==> src/design/mre_pkg.sv <==
// ----------------------------------------------------------------------------
// mre_pkg
// Shared constants, types and helpers for the matrix multiply / ReLU engine.
// ----------------------------------------------------------------------------
package mre_pkg;

    // Store geometry
    localparam int MAX_DIM = 64;
    localparam int DIM_CAP = (MAX_DIM < 64) ? MAX_DIM : 64;
    localparam int AW      = $clog2(MAX_DIM * MAX_DIM);

    // Fixed field and register widths
    localparam int IDX_W   = 6;
    localparam int DIM_W   = 7;
    localparam int NB_W    = 9;
    localparam int BATCH_W = 8;
    localparam int DATA_W  = 16;
    localparam int PROD_W  = 2 * DATA_W;
    localparam int ACC_W   = PROD_W + $clog2(DIM_CAP) + 1;
    localparam int RES_W   = 15;
    localparam int FRAC_W  = 8;

    // Item actions
    localparam logic [1:0] ACT_WR_A    = 2'd0;
    localparam logic [1:0] ACT_WR_B    = 2'd1;
    localparam logic [1:0] ACT_COMPUTE = 2'd2;

    // Register indexes
    localparam logic [1:0] REG_ROWS  = 2'd0;
    localparam logic [1:0] REG_COLS  = 2'd1;
    localparam logic [1:0] REG_DEPTH = 2'd2;
    localparam logic [1:0] REG_BATCH = 2'd3;

    // Tag that travels with each operand pair through the MAC pipeline
    typedef struct packed {
        logic vld;
        logic first;
        logic last;
    } mac_tag_t;

    function automatic logic [AW-1:0] elem_addr(input logic [IDX_W-1:0] r,
                                                input logic [IDX_W-1:0] c);
        elem_addr = AW'(r) * AW'(MAX_DIM) + AW'(c);
    endfunction

    function automatic logic [DIM_W-1:0] clamp_dim(input logic [DIM_W-1:0] v);
        if (v == '0) begin
            clamp_dim = DIM_W'(1);
        end else if (v > DIM_W'(DIM_CAP)) begin
            clamp_dim = DIM_W'(DIM_CAP);
        end else begin
            clamp_dim = v;
        end
    endfunction

    function automatic logic [NB_W-1:0] clamp_batch(input logic [NB_W-1:0] v);
        if (v == '0) begin
            clamp_batch = NB_W'(1);
        end else if (v > NB_W'(256)) begin
            clamp_batch = NB_W'(256);
        end else begin
            clamp_batch = v;
        end
    endfunction

endpackage

==> src/design/mre_mac.sv <==
// ----------------------------------------------------------------------------
// mre_mac
// Two-stage multiply-accumulate with ReLU, Q8.8 rescale and saturation.
// ----------------------------------------------------------------------------
module mre_mac
    import mre_pkg::*;
(
    input  logic                     aclk,
    input  logic                     aresetn,
    input  mac_tag_t                 in_tag,
    input  logic signed [DATA_W-1:0] in_a,
    input  logic signed [DATA_W-1:0] in_b,
    input  logic                     take,
    output logic                     done,
    output logic [RES_W-1:0]         result
);

    mac_tag_t                   tag_reg;
    logic signed [PROD_W-1:0]   prod_reg;
    logic signed [ACC_W-1:0]    acc_reg;
    logic signed [ACC_W-1:0]    acc_next;
    logic                       done_reg;
    logic                       over;

    always_ff @(posedge aclk) begin
        prod_reg <= in_a * in_b;
        if (tag_reg.vld) begin
            acc_reg <= acc_next;
        end
        if (!aresetn) begin
            tag_reg  <= '0;
            done_reg <= 1'b0;
        end else begin
            tag_reg <= in_tag;
            if (tag_reg.vld && tag_reg.last) begin
                done_reg <= 1'b1;
            end else if (take) begin
                done_reg <= 1'b0;
            end
        end
    end

    always_comb begin
        if (tag_reg.first) begin
            acc_next = ACC_W'(prod_reg);
        end else begin
            acc_next = acc_reg + ACC_W'(prod_reg);
        end
    end

    // Positive sum: drop the low 8 fraction bits, clip to 15 bits; otherwise zero
    assign over   = |acc_reg[ACC_W-2:RES_W+FRAC_W];
    assign done   = done_reg;
    assign result = (acc_reg[ACC_W-1] || acc_reg == '0) ? '0 :
                    over ? {RES_W{1'b1}} : acc_reg[RES_W+FRAC_W-1:FRAC_W];

endmodule

==> config.mk <==
export PLATFORM = sky130hd
export DESIGN_NAME = mre_mac
export DESIGN_NICKNAME = d
export VERILOG_FILES = /design/src/design/mre_pkg.sv /design/src/design/mre_mac.sv
export SDC_FILE = /design/constraint.sdc
export NUM_CORES = 1
export LEC_CHECK = 0
export BUFFER_PORTS_ARGS = -buffer_cell sky130_fd_sc_hd__buf_2
export CELL_PAD_IN_SITES_DETAIL_PLACEMENT = 1
export CELL_PAD_IN_SITES_GLOBAL_PLACEMENT = 1
export CORE_UTILIZATION = 55
export DETAILED_ROUTE_END_ITERATION = 16
export HOLD_SLACK_MARGIN = 0.06
export PLACE_DENSITY_LB_ADDON = 0.1
export RECOVER_POWER = 50
export SETUP_SLACK_MARGIN = 0.5
export SLEW_MARGIN = 20
export SYNTH_ARGS = -nofsm -noshare
export SYNTH_HDL_FRONTEND = slang
export SYNTH_SLANG_ARGS = --single-unit
==> constraint.sdc <==
create_clock -name aclk -period 16.45 [get_ports aclk]
set_input_delay 2.4675 -clock aclk [delete_from_list [all_inputs] [get_ports aclk]]
set_output_delay 2.4675 -clock aclk [all_outputs]
set_load 0.05 [all_outputs]
==> results.md <==
Outcome
- **result of the run** finished with violations
- **violations in the final reports** capacitance limit, slew limit

Yosys
- **Synth warnings** 0
- **xor/xnor cell area share of the yosys netlist** 3.96%
- **post-synthesis net count** 1966
- **post-synthesis sequential area ratio** 13.4%
- **most area-consuming cells after synthesis** fa_1 37%, ha_1 11%, inv_1 8.4%, edfxtp_1 8.3%, and2_1 5.8%
- **count of flip-flops with a built-in enable after synthesis** 39
- **fraction of synthesized cell area taken by the top area cell type** 37.2%
- **Synth cell types** 58
- **proportion of synthesized area in mux cells** 0.300%
- **main flop type after synthesis** edfxtp_1
- **synthesized area per cell** 9.16 um2
- **simple-gate share of the synthesized area** 15.1%
- **asr flop ratio synth** 0%
- **post-synthesis instance area** 14200 um2
- **Synth Area in Compound Gates** 9.94%
- **number of flip-flops and latches in the synthesized netlist** 75
- **largest family of logic cells by synthesized area** adder cells
- **Synth Area in Adders** 47.8%
- **number of instances in the synthesized netlist** 1545
- **most area-hungry cell type in the Yosys netlist** fa_1

Timing
- **pins over their slew limit** 112
- **setup repair after global routing missed its margin** no
- **maximum clock frequency** 0.121 GHz
- **post-layout minimum cycle time** 8250 ps
- **Finish-stage setup viols** 0
- **setup total negative slack** 0 ps
- **worst slew margin relative to its limit** -88.8%
- **slew of the pin with the lowest slew margin** 2830 ps
- **final period utilization** 50.2%
- **hold violation count in the final report** 0
- **Layout Skew** 5.64 ps

Die
- **floorplan row count** 58
- **placeable core region** 25200 um2
- **initial core utilization** 56.2%
- **Die ar.** 26400 um2
- **height of the chip** 162 um
- **IO Count** 54
- **floorplan die width** 162 um

Final layout
- **max reg flops** 39
- **Antenna diodes** 0
- **fraction of layout cells with a size suffix above 1** 4.96%
- **area taken by flip-flops and latches** 1890 um2
- **fillcell total** 2942
- **nets** 1988
- **area growth from synthesis to final layout** 5.96%
- **multi-input combinational cell area** 10900 um2

Setup path
- **Critical Setup Path Class** primary input to register
- **nature of the critical path startpoint** primary input
- **crit end category** register
- **data required time at the worst endpoint** 16670 ps
- **maximum fanout along the worst path** 16
- **critical path arrival** 8480 ps

CTS
- **root buffer cell** clkbuf_16
- **H-tree depth** 3
- **Clk Latency, worst-skew pair** 340 ps
- **total of hold buffers inserted after clock tree synthesis** 0
- **cts bufs inserted** 9
- **CTS clk-pin slew, worst paths** 60 ps
- **CTS max path bufs** 2
- **post-cts resize count** 0
- **post-CTS repair timing setup buffer count** 0
- **CTS tree** done
- **sinks on the clock net** 75

Detailed routing
- **Antenna Violating Nets Remaining** 0
- **detailed-route vias per instance** 5.56
- **average wire per cell in the routed design** 19.7 um
- **number of iterations in the first detailed-routing pass** 5
- **Iter 0 DRT Violations** 697
- **total wire length after detailed routing** 37400 um
- **remaining routing DRC violations** 0
- **Via Count** 10.6k

Placed design
- **port bufs** 53
- **Final Wtd Congestion** 0.919
- **HPWL after detailed placement** 31100 um

Global routing
- **largest net degree at the start of global routing** 71
- **via count of the first global-routing pass** 11.8k
- **global-route congestion overflow total** 0
- **antenna violations before repair** 0
- **first-pass GRT wire length** 61800 um
- **total global routing track utilization** 30.1%

Run
- **count of maximum capacitance violations** 2

Worst hold path
- **Hold/Removal Path Class** register to register

-- cell type report --
class                           instances  area share [%]
Clock buffer                            9            1.50
Clock inverter                          7           0.667
Inverter                              317            7.93
Multi-Input combinational cell       1110            72.8
Sequential cell                        75            12.6
Tap cell                              330            2.75
Timing Repair Buffer                   54            1.78
-- final timing paths --
path	startpoint	endpoint	slack, ps	cells after the start
hold / removal	tag_reg[0]	done	450	2
setup / recovery	in_a[15]	prod_reg[31]	8200	21
setup reg to reg	tag_reg[1]	acc_reg[35]	11790	6
hold reg to reg	tag_reg[0]	done	450	2
-- critical path: stages --
cell	delay, ps
buf_2	270
nand2_1	170
inv_1	160
fa_1	560
fa_1	840
fa_1	530
fa_1	480
fa_1	530
inv_1	50
fa_1	480
inv_1	40
ha_1	320
a21o_1	190
a21o_1	170
a21oi_1	180
nand2_1	100
a21oi_1	200
a21boi_1	310
o21ai_0	130
a21oi_1	180
xnor2_1	90
-- metrics by stage --
stage	util [%]	instances	hold slack, ps	instance area (um2)	worst slack, ps
floorplan	-	1545	429	14200	8430
global placement	58.3	1886	434	14700	8140
detailed placement	58.3	1886	443	14700	7890
CTS	59.6	1902	452	15000	8280
global route	59.6	1902	462	15000	7930
finish	59.6	1902	447	15000	8200
-- layout by cell type, fill, tap and decap left out, drive strengths merged, types with 3 or more instances in the layout --
cell,Yosys,final
nor2b,5,5
nand3,8,8
dfxtp,36,36
nor3b,3,3
a211oi,5,5
xor2,22,22
ha,120,120
clkbuf,42,12
a311oi,3,3
o31ai,6,6
a31oi,6,6
a2111oi,3,3
and2,132,132
clkinv,0,3
xnor2,42,42
a21o,30,30
nor3,6,6
nor4,9,9
nand2b,8,8
o21a,8,8
nand2,172,172
o21ai,56,56
buf,1,51
o21bai,13,13
and3,11,11
o311ai,4,4
nand4,4,4
fa,263,263
o211ai,4,4
inv,317,319
edfxtp,39,39
nor2,70,70
a21boi,6,6
a21oi,65,65
-- cell families after synthesis --
group	after synthesis
AOI/OAI and AO/OA	221
xor gates and xnor gates	64
adders and majority gates	383
buffers and inverters	360
DFF	75
muxes	4
and+or+nand+nor	438
-- routing by layer --
layer / track usage, % / vias up / share of wire (%) / routed length [um]
li1: - / 4859 / - / -
met1: 40.8 / 5412 / 45 / 16900
met2: 52.3 / 260 / 49 / 18300
met3: 3.13 / 42 / 4.4 / 1640
met4: 6.43 / 0 / 1.5 / 563
met5: 0 / - / 0 / 0
-- cell usage after synthesis, types with 2 or more instances --
cell and instances:
o21ai_2 2, nor3_1 6, o21bai_1 13, o22ai_1 2
a211o_1 2, mux2i_1 2, mux2_2 2, clkbuf_1 42
dfxtp_1 36, nor4b_1 2, and2_1 132, a211oi_1 5
o31ai_1 6, a21boi_0 5, a21oi_2 2, or2_2 2
a21o_1 30, a31oi_1 6, a2111oi_0 2, nor2_1 70
xor2_1 22, o21ai_1 2, and3_1 11, nor2b_1 5
o21ai_0 52, o21a_1 8, inv_1 317, edfxtp_1 39
fa_1 263, nor3b_1 3, o311ai_0 3, nand4_1 4
nand2b_1 8, nand2_1 172, ha_1 120, xnor2_1 42
o211ai_1 4, a311oi_1 3, nand3_1 8, nor4_1 9
a21oi_1 63, a41oi_1 2
Power is left out: the tool's default activity adds up to more than one toggle a clock period on the data nets, which glitch-free logic cannot reach.
